$ cat src/rtl/motion_input_sequence_matcher_unit_macros.svh
//----------------------------------------------------------------------------
// Motion input sequence matcher - assertion macros
// Shared concurrent assertion shorthands, clocked on clk and masked in reset.
//----------------------------------------------------------------------------
`ifndef MOTION_INPUT_SEQUENCE_MATCHER_UNIT_MACROS_SVH
`define MOTION_INPUT_SEQUENCE_MATCHER_UNIT_MACROS_SVH

// Consequent checked in the same cycle as the antecedent
`define MSM_ASSERT_SAME(lbl, ante, cons, msg) \
  lbl: assert property (@(posedge clk) disable iff (!rst_n) (ante) |-> (cons)) \
    else $error(msg);

// Consequent checked in the cycle after the antecedent
`define MSM_ASSERT_NEXT(lbl, ante, cons, msg) \
  lbl: assert property (@(posedge clk) disable iff (!rst_n) (ante) |=> (cons)) \
    else $error(msg);

`endif

$ cat src/rtl/msm_pkg.sv
//----------------------------------------------------------------------------
// msm_pkg
// Types, constants and helpers for the motion input sequence matcher.
//----------------------------------------------------------------------------
package msm_pkg;

  // Default sizing
  localparam int HISTORY_DEPTH_DEF = 16;
  localparam int TAIL_WINDOW_DEF   = 4;
  localparam int MAX_STEPS_DEF     = 8;

  // Fixed field widths
  localparam int STEP_CNT_W = 4;
  localparam int PATTERN_W  = 64;
  localparam int TWIN_W     = 5;
  localparam int STEP_IDX_W = 3;
  localparam int CFG_IDX_W  = 2;

  // One history frame / pattern step: direction nibble, button nibble
  typedef logic [7:0] frame_t;

  // Direction codes (upper nibble)
  localparam logic [3:0] DIR_NEUTRAL    = 4'h0;
  localparam logic [3:0] DIR_UP         = 4'h1;
  localparam logic [3:0] DIR_DOWN       = 4'h2;
  localparam logic [3:0] DIR_LEFT       = 4'h3;
  localparam logic [3:0] DIR_RIGHT      = 4'h4;
  localparam logic [3:0] DIR_UP_LEFT    = 4'h5;
  localparam logic [3:0] DIR_UP_RIGHT   = 4'h6;
  localparam logic [3:0] DIR_DOWN_LEFT  = 4'h7;
  localparam logic [3:0] DIR_DOWN_RIGHT = 4'h8;
  localparam logic [3:0] DIR_ANY        = 4'hF;

  // Configuration register indexes
  typedef enum logic [CFG_IDX_W-1:0] {
    CFG_STEP_COUNT    = 2'd0,
    CFG_PATTERN_STEPS = 2'd1,
    CFG_TOTAL_WINDOW  = 2'd2
  } cfg_idx_t;

  // Control sequencer
  typedef enum logic [1:0] {
    ST_IDLE = 2'd0,
    ST_SCAN = 2'd1,
    ST_WAIT = 2'd2
  } msm_state_t;

  // A frame satisfies a step when the direction agrees (or the step takes
  // any direction) and every button of the step is present in the frame
  function automatic logic frame_fits(frame_t frame, frame_t step);
    logic dir_ok;
    logic btn_ok;
    dir_ok = (step[7:4] == DIR_ANY) || (step[7:4] == frame[7:4]);
    btn_ok = ((frame[3:0] & step[3:0]) == step[3:0]);
    return dir_ok && btn_ok;
  endfunction

endpackage

$ cat src/rtl/msm_in_if.sv
//----------------------------------------------------------------------------
// msm_in_if
// Input item channel: one pad frame or a history clear.
//----------------------------------------------------------------------------
interface msm_in_if;
  logic       valid;
  logic       ready;
  logic       func;
  logic [3:0] pad_held_bits;
  logic [2:0] pad_pressed_bits;

  modport source (output valid, output func, output pad_held_bits,
                  output pad_pressed_bits, input ready);
  modport sink   (input valid, input func, input pad_held_bits,
                  input pad_pressed_bits, output ready);
endinterface

$ cat src/rtl/msm_out_if.sv
//----------------------------------------------------------------------------
// msm_out_if
// Result item channel: match flag after each input item.
//----------------------------------------------------------------------------
interface msm_out_if;
  logic valid;
  logic ready;
  logic matched;

  modport source (output valid, output matched, input ready);
  modport sink   (input valid, input matched, output ready);
endinterface

$ cat src/rtl/msm_cfg_if.sv
//----------------------------------------------------------------------------
// msm_cfg_if
// Configuration write channel: register index and write data.
//----------------------------------------------------------------------------
interface msm_cfg_if;
  logic        valid;
  logic        ready;
  logic [1:0]  index;
  logic [63:0] data;

  modport source (output valid, output index, output data, input ready);
  modport sink   (input valid, input index, input data, output ready);
endinterface

$ cat src/rtl/msm_encode.sv
//----------------------------------------------------------------------------
// msm_encode
// Packs a pad sample into a history frame: D-pad to direction code with
// diagonals first, pressed buttons into the low nibble.
//----------------------------------------------------------------------------
module msm_encode (
  input  logic [3:0]      pad_held_bits,
  input  logic [2:0]      pad_pressed_bits,
  output msm_pkg::frame_t frame
);
  import msm_pkg::*;

  logic       up_b, down_b, left_b, right_b;
  logic [3:0] dir;

  assign up_b    = pad_held_bits[0];
  assign down_b  = pad_held_bits[1];
  assign left_b  = pad_held_bits[2];
  assign right_b = pad_held_bits[3];

  // Priority: diagonals, then cardinals
  always_comb begin
    if (up_b && right_b)        dir = DIR_UP_RIGHT;
    else if (up_b && left_b)    dir = DIR_UP_LEFT;
    else if (down_b && right_b) dir = DIR_DOWN_RIGHT;
    else if (down_b && left_b)  dir = DIR_DOWN_LEFT;
    else if (up_b)              dir = DIR_UP;
    else if (down_b)            dir = DIR_DOWN;
    else if (left_b)            dir = DIR_LEFT;
    else if (right_b)           dir = DIR_RIGHT;
    else                        dir = DIR_NEUTRAL;
  end

  assign frame = {dir, 1'b0, pad_pressed_bits};

endmodule

$ cat src/rtl/motion_input_sequence_matcher_unit.sv
//----------------------------------------------------------------------------
// motion_input_sequence_matcher_unit
// Circular pad history with a step-pattern search after every item.
//----------------------------------------------------------------------------
// Usage:
//   in_ch  : one item per frame; func 0 pushes a pad sample, 1 clears history.
//   out_ch : exactly one item per input item, matched = pattern present.
//   cfg_ch : writes step_count (0), pattern_steps (1), total_window (2);
//            always ready, write only while the block is idle.
// Timing:
//   One item is handled at a time. After acceptance the history memory is
//   walked from the newest frame backwards, one entry per cycle through its
//   single registered read port, until the pattern resolves, the window
//   ends or the filled history runs out. The next item is taken the cycle
//   after the result enters the output register.
// Reset:
//   rst_n clears the configuration, fill count and newest pointer; the
//   history memory needs no sweep since only entries within the fill count
//   are ever used.
// Stall:
//   A result not yet taken holds in the output register; a later result
//   waits in the block and no new item is taken until it has moved out.
//----------------------------------------------------------------------------
module motion_input_sequence_matcher_unit #(
  parameter int HISTORY_DEPTH = msm_pkg::HISTORY_DEPTH_DEF,
  parameter int TAIL_WINDOW   = msm_pkg::TAIL_WINDOW_DEF,
  parameter int MAX_STEPS     = msm_pkg::MAX_STEPS_DEF
) (
  input  logic      clk,
  input  logic      rst_n,
  msm_in_if.sink    in_ch,
  msm_out_if.source out_ch,
  msm_cfg_if.sink   cfg_ch
);
  import msm_pkg::*;
  `include "motion_input_sequence_matcher_unit_macros.svh"

  localparam int POS_W  = (HISTORY_DEPTH > 1) ? $clog2(HISTORY_DEPTH) : 1;
  localparam int FILL_W = $clog2(HISTORY_DEPTH + 1);
  localparam int AGE_W  = $clog2(HISTORY_DEPTH + 2);
  localparam int CMP_W  = (AGE_W > TWIN_W) ? AGE_W : TWIN_W;

  localparam logic [POS_W-1:0]      LAST_POS = POS_W'(HISTORY_DEPTH - 1);
  localparam logic [FILL_W-1:0]     FILL_MAX = FILL_W'(HISTORY_DEPTH);
  localparam logic [CMP_W-1:0]      FW_C     = CMP_W'(TAIL_WINDOW);
  localparam logic [CMP_W-1:0]      DEPTH_C  = CMP_W'(HISTORY_DEPTH);
  localparam logic [STEP_CNT_W-1:0] MAX_N    = STEP_CNT_W'(MAX_STEPS);

  // Configuration registers
  logic [STEP_CNT_W-1:0] step_count_r;
  logic [PATTERN_W-1:0]  pattern_steps_r;
  logic [TWIN_W-1:0]     total_window_r;

  // History pointers
  logic [POS_W-1:0]  newest_r, newest_nxt;
  logic [FILL_W-1:0] fill_r, fill_nxt;

  // Scan datapath
  msm_state_t        state_r, state_nxt;
  logic [POS_W-1:0]  rd_pos_r, rd_pos_nxt;
  logic [AGE_W-1:0]  rd_age_r, rd_age_nxt;
  logic [AGE_W-1:0]  cmp_age_r, cmp_age_nxt;
  logic              cmp_vld_r, cmp_vld_nxt;
  logic              final_r, final_nxt;
  logic [STEP_IDX_W-1:0] idx_r, idx_nxt;
  logic              res_r, res_nxt;
  frame_t            rd_data_r;

  // Output register
  logic out_valid_r, out_valid_nxt;
  logic out_matched_r, out_matched_nxt;

  // History memory
  frame_t history [HISTORY_DEPTH];

  // Handshake and control strobes
  logic   in_ready;
  logic   in_acc;
  logic   scan_on;
  logic   out_load;
  logic   done;
  logic   done_val;
  frame_t new_frame;

  // Derived per-item values
  logic [STEP_CNT_W-1:0] n_eff;
  logic [CMP_W-1:0]      win_c;
  logic [CMP_W-1:0]      age_c;
  logic [CMP_W-1:0]      fill_c;
  logic                  lim_ok;
  frame_t                step_sel;
  logic                  fits;

  // Frame encoder
  msm_encode u_enc (
    .pad_held_bits    (in_ch.pad_held_bits),
    .pad_pressed_bits (in_ch.pad_pressed_bits),
    .frame            (new_frame)
  );

  // Configuration writes
  assign cfg_ch.ready = 1'b1;

  always_ff @(posedge clk) begin
    if (!rst_n) begin
      step_count_r    <= '0;
      pattern_steps_r <= '0;
      total_window_r  <= '0;
    end else if (cfg_ch.valid) begin
      unique case (cfg_idx_t'(cfg_ch.index))
        CFG_STEP_COUNT:    step_count_r    <= cfg_ch.data[STEP_CNT_W-1:0];
        CFG_PATTERN_STEPS: pattern_steps_r <= cfg_ch.data;
        CFG_TOTAL_WINDOW:  total_window_r  <= cfg_ch.data[TWIN_W-1:0];
        default: ;
      endcase
    end
  end

  // FSM next state
  always_comb begin
    state_nxt = state_r;
    unique case (state_r)
      ST_IDLE: if (in_acc)   state_nxt = ST_SCAN;
      ST_SCAN: if (done)     state_nxt = ST_WAIT;
      ST_WAIT: if (out_load) state_nxt = ST_IDLE;
      default:               state_nxt = ST_IDLE;
    endcase
  end

  // FSM outputs
  always_comb begin
    in_ready = 1'b0;
    scan_on  = 1'b0;
    out_load = 1'b0;
    unique case (state_r)
      ST_IDLE: in_ready = 1'b1;
      ST_SCAN: scan_on  = 1'b1;
      ST_WAIT: out_load = !out_valid_r || out_ch.ready;
      default: ;
    endcase
  end

  assign in_ch.ready = in_ready;
  assign in_acc      = in_ch.valid && in_ready;

  // Effective step count and search window
  assign n_eff  = (step_count_r > MAX_N) ? MAX_N : step_count_r;
  assign win_c  = (total_window_r == '0) ? DEPTH_C : CMP_W'(total_window_r);
  assign age_c  = CMP_W'(cmp_age_r);
  assign fill_c = CMP_W'(fill_r);

  // Compare stage: frame read last cycle against the current step
  assign step_sel = pattern_steps_r[{idx_r, 3'b000} +: 8];
  assign fits     = frame_fits(rd_data_r, step_sel);
  assign lim_ok   = (age_c < fill_c) && (final_r ? (age_c < FW_C) : (age_c < win_c));

  always_comb begin
    done     = 1'b0;
    done_val = 1'b0;
    idx_nxt   = idx_r;
    final_nxt = final_r;
    if (scan_on && cmp_vld_r) begin
      if (n_eff == '0 || !lim_ok) begin
        done = 1'b1;
      end else if (fits) begin
        if (idx_r == '0) begin
          done     = 1'b1;
          done_val = 1'b1;
        end else begin
          idx_nxt   = idx_r - 1'b1;
          final_nxt = 1'b0;
        end
      end
    end
    if (in_acc) begin
      idx_nxt   = STEP_IDX_W'(n_eff - 1'b1);
      final_nxt = 1'b1;
    end
  end

  // History pointers and read address walk
  always_comb begin
    newest_nxt  = newest_r;
    fill_nxt    = fill_r;
    rd_pos_nxt  = rd_pos_r;
    rd_age_nxt  = rd_age_r;
    cmp_age_nxt = cmp_age_r;
    cmp_vld_nxt = cmp_vld_r;
    res_nxt     = res_r;
    if (in_acc) begin
      if (in_ch.func) begin
        newest_nxt = '0;
        fill_nxt   = '0;
      end else begin
        newest_nxt = (newest_r == LAST_POS) ? '0 : newest_r + 1'b1;
        fill_nxt   = (fill_r < FILL_MAX) ? fill_r + 1'b1 : fill_r;
      end
      rd_pos_nxt  = newest_nxt;
      rd_age_nxt  = '0;
      cmp_vld_nxt = 1'b0;
    end else if (scan_on) begin
      rd_pos_nxt  = (rd_pos_r == '0) ? LAST_POS : rd_pos_r - 1'b1;
      rd_age_nxt  = (done) ? rd_age_r : rd_age_r + 1'b1;
      cmp_age_nxt = rd_age_r;
      cmp_vld_nxt = !done;
      if (done) res_nxt = done_val;
    end
  end

  // Output register
  always_comb begin
    out_valid_nxt   = out_valid_r;
    out_matched_nxt = out_matched_r;
    if (out_ch.ready) out_valid_nxt = 1'b0;
    if (out_load) begin
      out_valid_nxt   = 1'b1;
      out_matched_nxt = res_r;
    end
  end

  assign out_ch.valid   = out_valid_r;
  assign out_ch.matched = out_matched_r;

  // Control registers
  always_ff @(posedge clk) begin
    if (!rst_n) begin
      state_r     <= ST_IDLE;
      newest_r    <= '0;
      fill_r      <= '0;
      cmp_vld_r   <= 1'b0;
      out_valid_r <= 1'b0;
    end else begin
      state_r     <= state_nxt;
      newest_r    <= newest_nxt;
      fill_r      <= fill_nxt;
      cmp_vld_r   <= cmp_vld_nxt;
      out_valid_r <= out_valid_nxt;
    end
  end

  // Scan payload registers
  always_ff @(posedge clk) begin
    rd_pos_r      <= rd_pos_nxt;
    rd_age_r      <= rd_age_nxt;
    cmp_age_r     <= cmp_age_nxt;
    final_r       <= final_nxt;
    idx_r         <= idx_nxt;
    res_r         <= res_nxt;
    out_matched_r <= out_matched_nxt;
  end

  // History memory: write on push, registered read during the walk
  always_ff @(posedge clk) begin
    if (in_acc && !in_ch.func) history[newest_nxt] <= new_frame;
    if (scan_on) rd_data_r <= history[rd_pos_r];
  end

  // Checks
  `MSM_ASSERT_NEXT(a_clear_resets, in_acc && in_ch.func, fill_r == '0 && newest_r == '0, "clear left history pointers set")
  `MSM_ASSERT_NEXT(a_push_fills, in_acc && !in_ch.func && fill_r < FILL_MAX, fill_r == $past(fill_r) + 1'b1, "push did not grow fill count")
  `MSM_ASSERT_SAME(a_out_after_scan, $rose(out_valid_r), $past(state_r) == ST_WAIT, "result offered without a finished walk")

endmodule
$ cat src/flat_wrapper.sv
// flat-port wrapper written by rule: the top's interface ports become plain ports
module motion_input_sequence_matcher_unit_flat import msm_pkg::*;
#(
  parameter int HISTORY_DEPTH = msm_pkg::HISTORY_DEPTH_DEF,
  parameter int TAIL_WINDOW   = msm_pkg::TAIL_WINDOW_DEF,
  parameter int MAX_STEPS     = msm_pkg::MAX_STEPS_DEF
)
  (clk, rst_n, in_ch_valid, in_ch_func, in_ch_pad_held_bits, in_ch_pad_pressed_bits, in_ch_ready, out_ch_valid, out_ch_matched, out_ch_ready, cfg_ch_valid, cfg_ch_index, cfg_ch_data, cfg_ch_ready);
  msm_in_if in_ch_i ();
  msm_out_if out_ch_i ();
  msm_cfg_if cfg_ch_i ();
  input  logic clk;
  input  logic rst_n;
  input wire logic [$bits(in_ch_i.valid)-1:0] in_ch_valid;
  input wire logic [$bits(in_ch_i.func)-1:0] in_ch_func;
  input wire logic [$bits(in_ch_i.pad_held_bits)-1:0] in_ch_pad_held_bits;
  input wire logic [$bits(in_ch_i.pad_pressed_bits)-1:0] in_ch_pad_pressed_bits;
  output wire logic [$bits(in_ch_i.ready)-1:0] in_ch_ready;
  output wire logic [$bits(out_ch_i.valid)-1:0] out_ch_valid;
  output wire logic [$bits(out_ch_i.matched)-1:0] out_ch_matched;
  input wire logic [$bits(out_ch_i.ready)-1:0] out_ch_ready;
  input wire logic [$bits(cfg_ch_i.valid)-1:0] cfg_ch_valid;
  input wire logic [$bits(cfg_ch_i.index)-1:0] cfg_ch_index;
  input wire logic [$bits(cfg_ch_i.data)-1:0] cfg_ch_data;
  output wire logic [$bits(cfg_ch_i.ready)-1:0] cfg_ch_ready;
  assign in_ch_i.valid = in_ch_valid;
  assign in_ch_i.func = in_ch_func;
  assign in_ch_i.pad_held_bits = in_ch_pad_held_bits;
  assign in_ch_i.pad_pressed_bits = in_ch_pad_pressed_bits;
  assign in_ch_ready = in_ch_i.ready;
  assign out_ch_valid = out_ch_i.valid;
  assign out_ch_matched = out_ch_i.matched;
  assign out_ch_i.ready = out_ch_ready;
  assign cfg_ch_i.valid = cfg_ch_valid;
  assign cfg_ch_i.index = cfg_ch_index;
  assign cfg_ch_i.data = cfg_ch_data;
  assign cfg_ch_ready = cfg_ch_i.ready;
  motion_input_sequence_matcher_unit #(.HISTORY_DEPTH(HISTORY_DEPTH), .TAIL_WINDOW(TAIL_WINDOW), .MAX_STEPS(MAX_STEPS)) u_core (.clk(clk), .rst_n(rst_n), .in_ch(in_ch_i), .out_ch(out_ch_i), .cfg_ch(cfg_ch_i));
endmodule
$ cat config.mk
export PLATFORM = sky130hd
export DESIGN_NAME = motion_input_sequence_matcher_unit_flat
export DESIGN_NICKNAME = d
export VERILOG_FILES = /design/src/rtl/msm_pkg.sv /design/src/rtl/msm_in_if.sv /design/src/rtl/msm_out_if.sv /design/src/rtl/msm_cfg_if.sv /design/src/rtl/msm_encode.sv /design/src/rtl/motion_input_sequence_matcher_unit.sv /design/src/flat_wrapper.sv
export VERILOG_INCLUDE_DIRS = /design/src /design/src/rtl
export SDC_FILE = /design/constraint.sdc
export NUM_CORES = 1
export LEC_CHECK = 0
export BUFFER_PORTS_ARGS = -buffer_cell sky130_fd_sc_hd__buf_4
export CORE_ASPECT_RATIO = 0.7
export CORE_MARGIN = 5
export CORE_UTILIZATION = 54
export CTS_CLUSTER_SIZE = 24
export DETAILED_ROUTE_END_ITERATION = 10
export PLACE_DENSITY = 0.76
export SYNTH_ARGS = -nofsm -noshare
export SYNTH_HDL_FRONTEND = slang
export SYNTH_HIERARCHICAL = 1
export SYNTH_SLANG_ARGS = --single-unit
$ cat constraint.sdc
create_clock -name clk -period 2.5 [get_ports clk]
set_input_delay 0.125 -clock clk [delete_from_list [all_inputs] [get_ports clk]]
set_output_delay 0.125 -clock clk [all_outputs]
set_load 0.005 [all_outputs]
==> impl_metrics.py <==
metrics = {
    "run_status": {
        "run_status": "complete, but fails checks",
        "failed_checks": "negative setup slack",
    },
    "min_path": {
        "holdCritPathClass": "in2reg",
        "min_from": "cfg_ch_index[0]",
        "whs_path_depth": 4,
    },
    "power": {
        "power-per-cell-area_mw_per_mm2": 712,
        "p_leak_nw": 4.68,
        "finalPower_mw": 9.27,
        "vdd_drop_max_uv": 522,
    },
    "clock_tree": {
        "clkLatencyLatePin_ns": 0.50,
        "clk_pin_slew_ns": 0.06,
        "clock_tree.root_cell": "clkbuf_16",
        "clock_sinks": 242,
        "cts-buffers-inserted": 23,
        "h-tree-depth": 1,
        "cts_buffer_depth": 3,
        "tritoncts_clock_tree": "yes",
    },
    "timing": {
        "post-route-worst-setup-slack_ns": -0.262,
        "timing.clock.skew_ns": 0.00896,
        "rsz0062_at_grt": "yes",
        "timing.final.hold_violations": 0,
        "tightest_slew_ns": 1.02,
        "finalSetupViolations": 13,
        "final_min_period_over_clock_period": 1.10,
        "slew_headroom": 0.317,
        "finalMaxSlewViolations": 0,
        "setup_tns_ns": -1.89,
        "final_period_minus_worst_setup_slack_ns": 2.76,
        "fmax_ghz": 0.362,
    },
    "worst_setup_path": {
        "worstReg2RegStart": "u_core/idx_r[0]$_DFFE_PP_",
        "worst_r2r_endpoint": "u_core/idx_r[0]$_DFFE_PP_",
        "timing.critical_path.to_type": "register",
        "startpoint_type": "register",
        "timing.reg2reg.worst_path_depth": 8,
        "crit_path_max_fanout": 13,
        "chain_of_cells_forming_the_critical_path": "buf_12, mux4_2, mux2i_4, xor2_1, nand3b_1, o31a_1, or4b_4, nand2_4",
        "criticalPathCategory": "reg2reg",
        "cpMaxStageDelayCell": "mux4_2",
        "crit_required_ns": 2.72,
        "critical_path_arrival_ns": 2.98,
        "setup.worst_path.end": "u_core/idx_r[0]$_DFFE_PP_",
        "timing.critical_path.from": "u_core/idx_r[0]$_DFFE_PP_",
        "r2r_slack_ns": -0.26,
        "timing.critical_path.slowest_cell_delay_ns": 0.56,
    },
    "synth": {
        "dominant_combinational_cell_family_by_area_after_synthesis": "multiplexers",
        "synth_area_leaders": "edfxtp_1 44%, dfxtp_1 18%, mux4_2 10%",
        "synth_largest_type_area_fraction": 0.437,
        "synthCells": 788,
        "simple_gate_share_of_the_synthesized_area": 0.112,
        "synthDistinctLibCells": 53,
        "asyncSetResetFlopFracSynth": 0,
        "synthMuxAreaShare": 0.141,
        "synth_common_cells": "161 x nand2_1, 150 x edfxtp_1, 92 x dfxtp_1",
        "synth_edf_count": 150,
        "yosys.area_share.xor_xnor": 0.00510,
        "main_flop_type_after_synthesis": "edfxtp_1",
        "synth.most_common_cell": "nand2_1",
        "seq_cells_post_synth": 242,
        "syn_avg_cell_area_um2": 13.1,
        "yosysWarningCount": 6,
        "synth_seq_area_share": 0.616,
        "yosysTopAreaCell": "edfxtp_1",
        "synth_adder_area_share": 0.0170,
        "mappedNetlistNets": 881,
        "area_of_the_mapped_netlist_mm2": 0.0103,
        "synth_compound_gate_area_share": 0.0807,
    },
    "run": {
        "maxCapViolCount": 0,
    },
    "global_route": {
        "largest_net_degree_at_the_start_of_global_routing": 87,
        "grt_first_pass_wirelength_um": 38200,
        "antenna_found_initial": 0,
        "grt_total_usage": 0.221,
        "globalRouteMet3Util": 0.0462,
        "use_met2": 0.337,
        "globalRoute.busiestLayer": "met1",
        "number_of_global_route_vias_before_repair": 6849,
        "globalRouteOverflowTotal": 0,
        "grtUsageMet1": 0.337,
    },
    "routing": {
        "initialDrtViolationCount": 734,
        "avgViaCountPerCell": 5.62,
        "vias_after_detailed_routing": 6915,
        "final_antenna_net_count": 0,
        "detail_route.first_pass.iterations": 5,
        "detail_routed_net_length_per_standard_cell_um": 19.9,
        "drc_errors": 0,
        "drt_wl_total_um": 24400,
    },
    "floorplanning": {
        "number_of_top_level_pins": 83,
        "floorplan.die.height_um": 126,
        "placeableCoreArea_mm2": 0.0188,
        "die_ar_mm2": 0.0220,
        "die-width_um": 175,
        "row_count": 42,
        "initial_core_util": 0.548,
    },
    "placed_design": {
        "preCtsSetupSlack_ns": -0.248,
        "number_of_i_o_port_buffers": 81,
        "finalWeightedCongestion": 0.855,
        "place.detailed.hpwl_um": 15600,
        "place_inst": 1115,
    },
    "final_layout": {
        "area_growth_pct": 26.4,
        "antenna-diode-count": 0,
        "nNetsFinal": 1065,
        "post_layout_nonfiller_instances": 1230,
        "share_of_final_layout_standard_cells_stronger_than_drive_strength_1": 0.251,
    },
}
## cell usage in the layout, fill, tap and decap left out, types with 5 or more instances in the layout
| cell | instances |
|---|---|
| nand2b_1 | 7 |
| dfxtp_1 | 90 |
| dlygate4sd3_1 | 69 |
| buf_4 | 131 |
| nand2_1 | 157 |
| inv_1 | 17 |
| clkbuf_16 | 24 |
| nor3_1 | 11 |
| mux2i_1 | 25 |
| mux4_2 | 50 |
| a21oi_1 | 14 |
| a21boi_0 | 68 |
| and2_1 | 6 |
| o21ai_0 | 9 |
| nand3_1 | 5 |
| nor2b_1 | 18 |
| o21ai_1 | 5 |
| nor2_1 | 26 |
| ha_1 | 13 |
| edfxtp_1 | 150 |
## critical path: cells and delay by family (launching register included)
family	cells	cell delay (ns)
multiplexers	2	0.74
XOR/XNOR	1	0.18
flip-flops	1	0.37
buffers and inverters	1	0.16
AND/OR/NAND/NOR	3	0.73
AO/OA/AOI/OAI	1	0.30
## stage by stage
stage                     hold slack, ns   util  instance area [um2]
final                             0.0792  0.692                13000
after global routing               0.119  0.692                13000
after CTS                         0.0650  0.688                12900
after detailed placement           0.397  0.607                11400
after global placement             0.391  0.607                11400
after floorplan                    0.270      -                10300
## report_power, final
| part | internal (mW) | total (mW) | switching [mW] |
|---|---|---|---|
| registers | 4.40 | 4.52 | 0.122 |
| logic | 0.697 | 1.31 | 0.613 |
| clock network | 2.01 | 3.44 | 1.43 |
## sequential cells by signal (all words and copies together), names as in the netlist, 2 cells and up
register / cells
u_core/rd_pos_r: 4
u_core/state_r: 2
u_core/fill_c: 5
u_core/pattern_steps_r: 64
u_core/age_c: 5
u_core/newest_r: 4
u_core/total_window_r: 5
u_core/idx_r: 3
u_core/rd_data_r: 8
u_core/step_count_r: 4
u_core/history: 128
u_core/rd_age_r: 5
## per-layer routing
layer / vias up / share of wire
li1: 3238 / -
met5: - / 0
met3: 34 / 0.081
met4: 0 / 0.014
met1: 3388 / 0.45
met2: 255 / 0.45
## kinds of logic after synthesis
family / after synthesis
buffers and inverters: 63
AO/OA/AOI/OAI: 120
multiplexers: 80
flip-flops: 242
other: 2
AND/OR/NAND/NOR: 261
XOR/XNOR: 6
adder cells (fa/ha/maj): 14
## worst min path at each step
stage | end | slack (ns)
after detailed placement | u_core/pattern_steps_r[16]$_SDFFE_PN0P_ | 0.40
after floorplan | u_core/pattern_steps_r[62]$_SDFFE_PN0P_ | 0.27
after global routing | u_core/step_count_r[1]$_SDFFE_PN0P_ | 0.12
after CTS | u_core/step_count_r[3]$_SDFFE_PN0P_ | 0.06
final | u_core/step_count_r[2]$_SDFFE_PN0P_ | 0.08
after global placement | u_core/pattern_steps_r[39]$_SDFFE_PN0P_ | 0.39
## area by class of cell
cell class | instances | area (um2)
Fill cell | 1229 | 5790
Sequential cell | 242 | 6350
Inverter | 15 | 56.3
Clock inverter | 13 | 115
Clock buffer | 28 | 636
Multi-Input combinational cell | 483 | 3780
Tap cell | 242 | 303
Timing Repair Buffer | 207 | 1780
## repair_timing
| item | in CTS | in global routing |
|---|---|---|
| setup endpoints to repair | 25 | 95 |
| hold buffers | 69 | 0 |
| buffers inserted | 3 | 3 |
| gates resized for setup | 17 | 15 |
| pin swaps | 10 | 5 |
| endpoints found under the hold margin | 124 | 0 |
No activity file was read; power rests on OpenSTA's default activity.
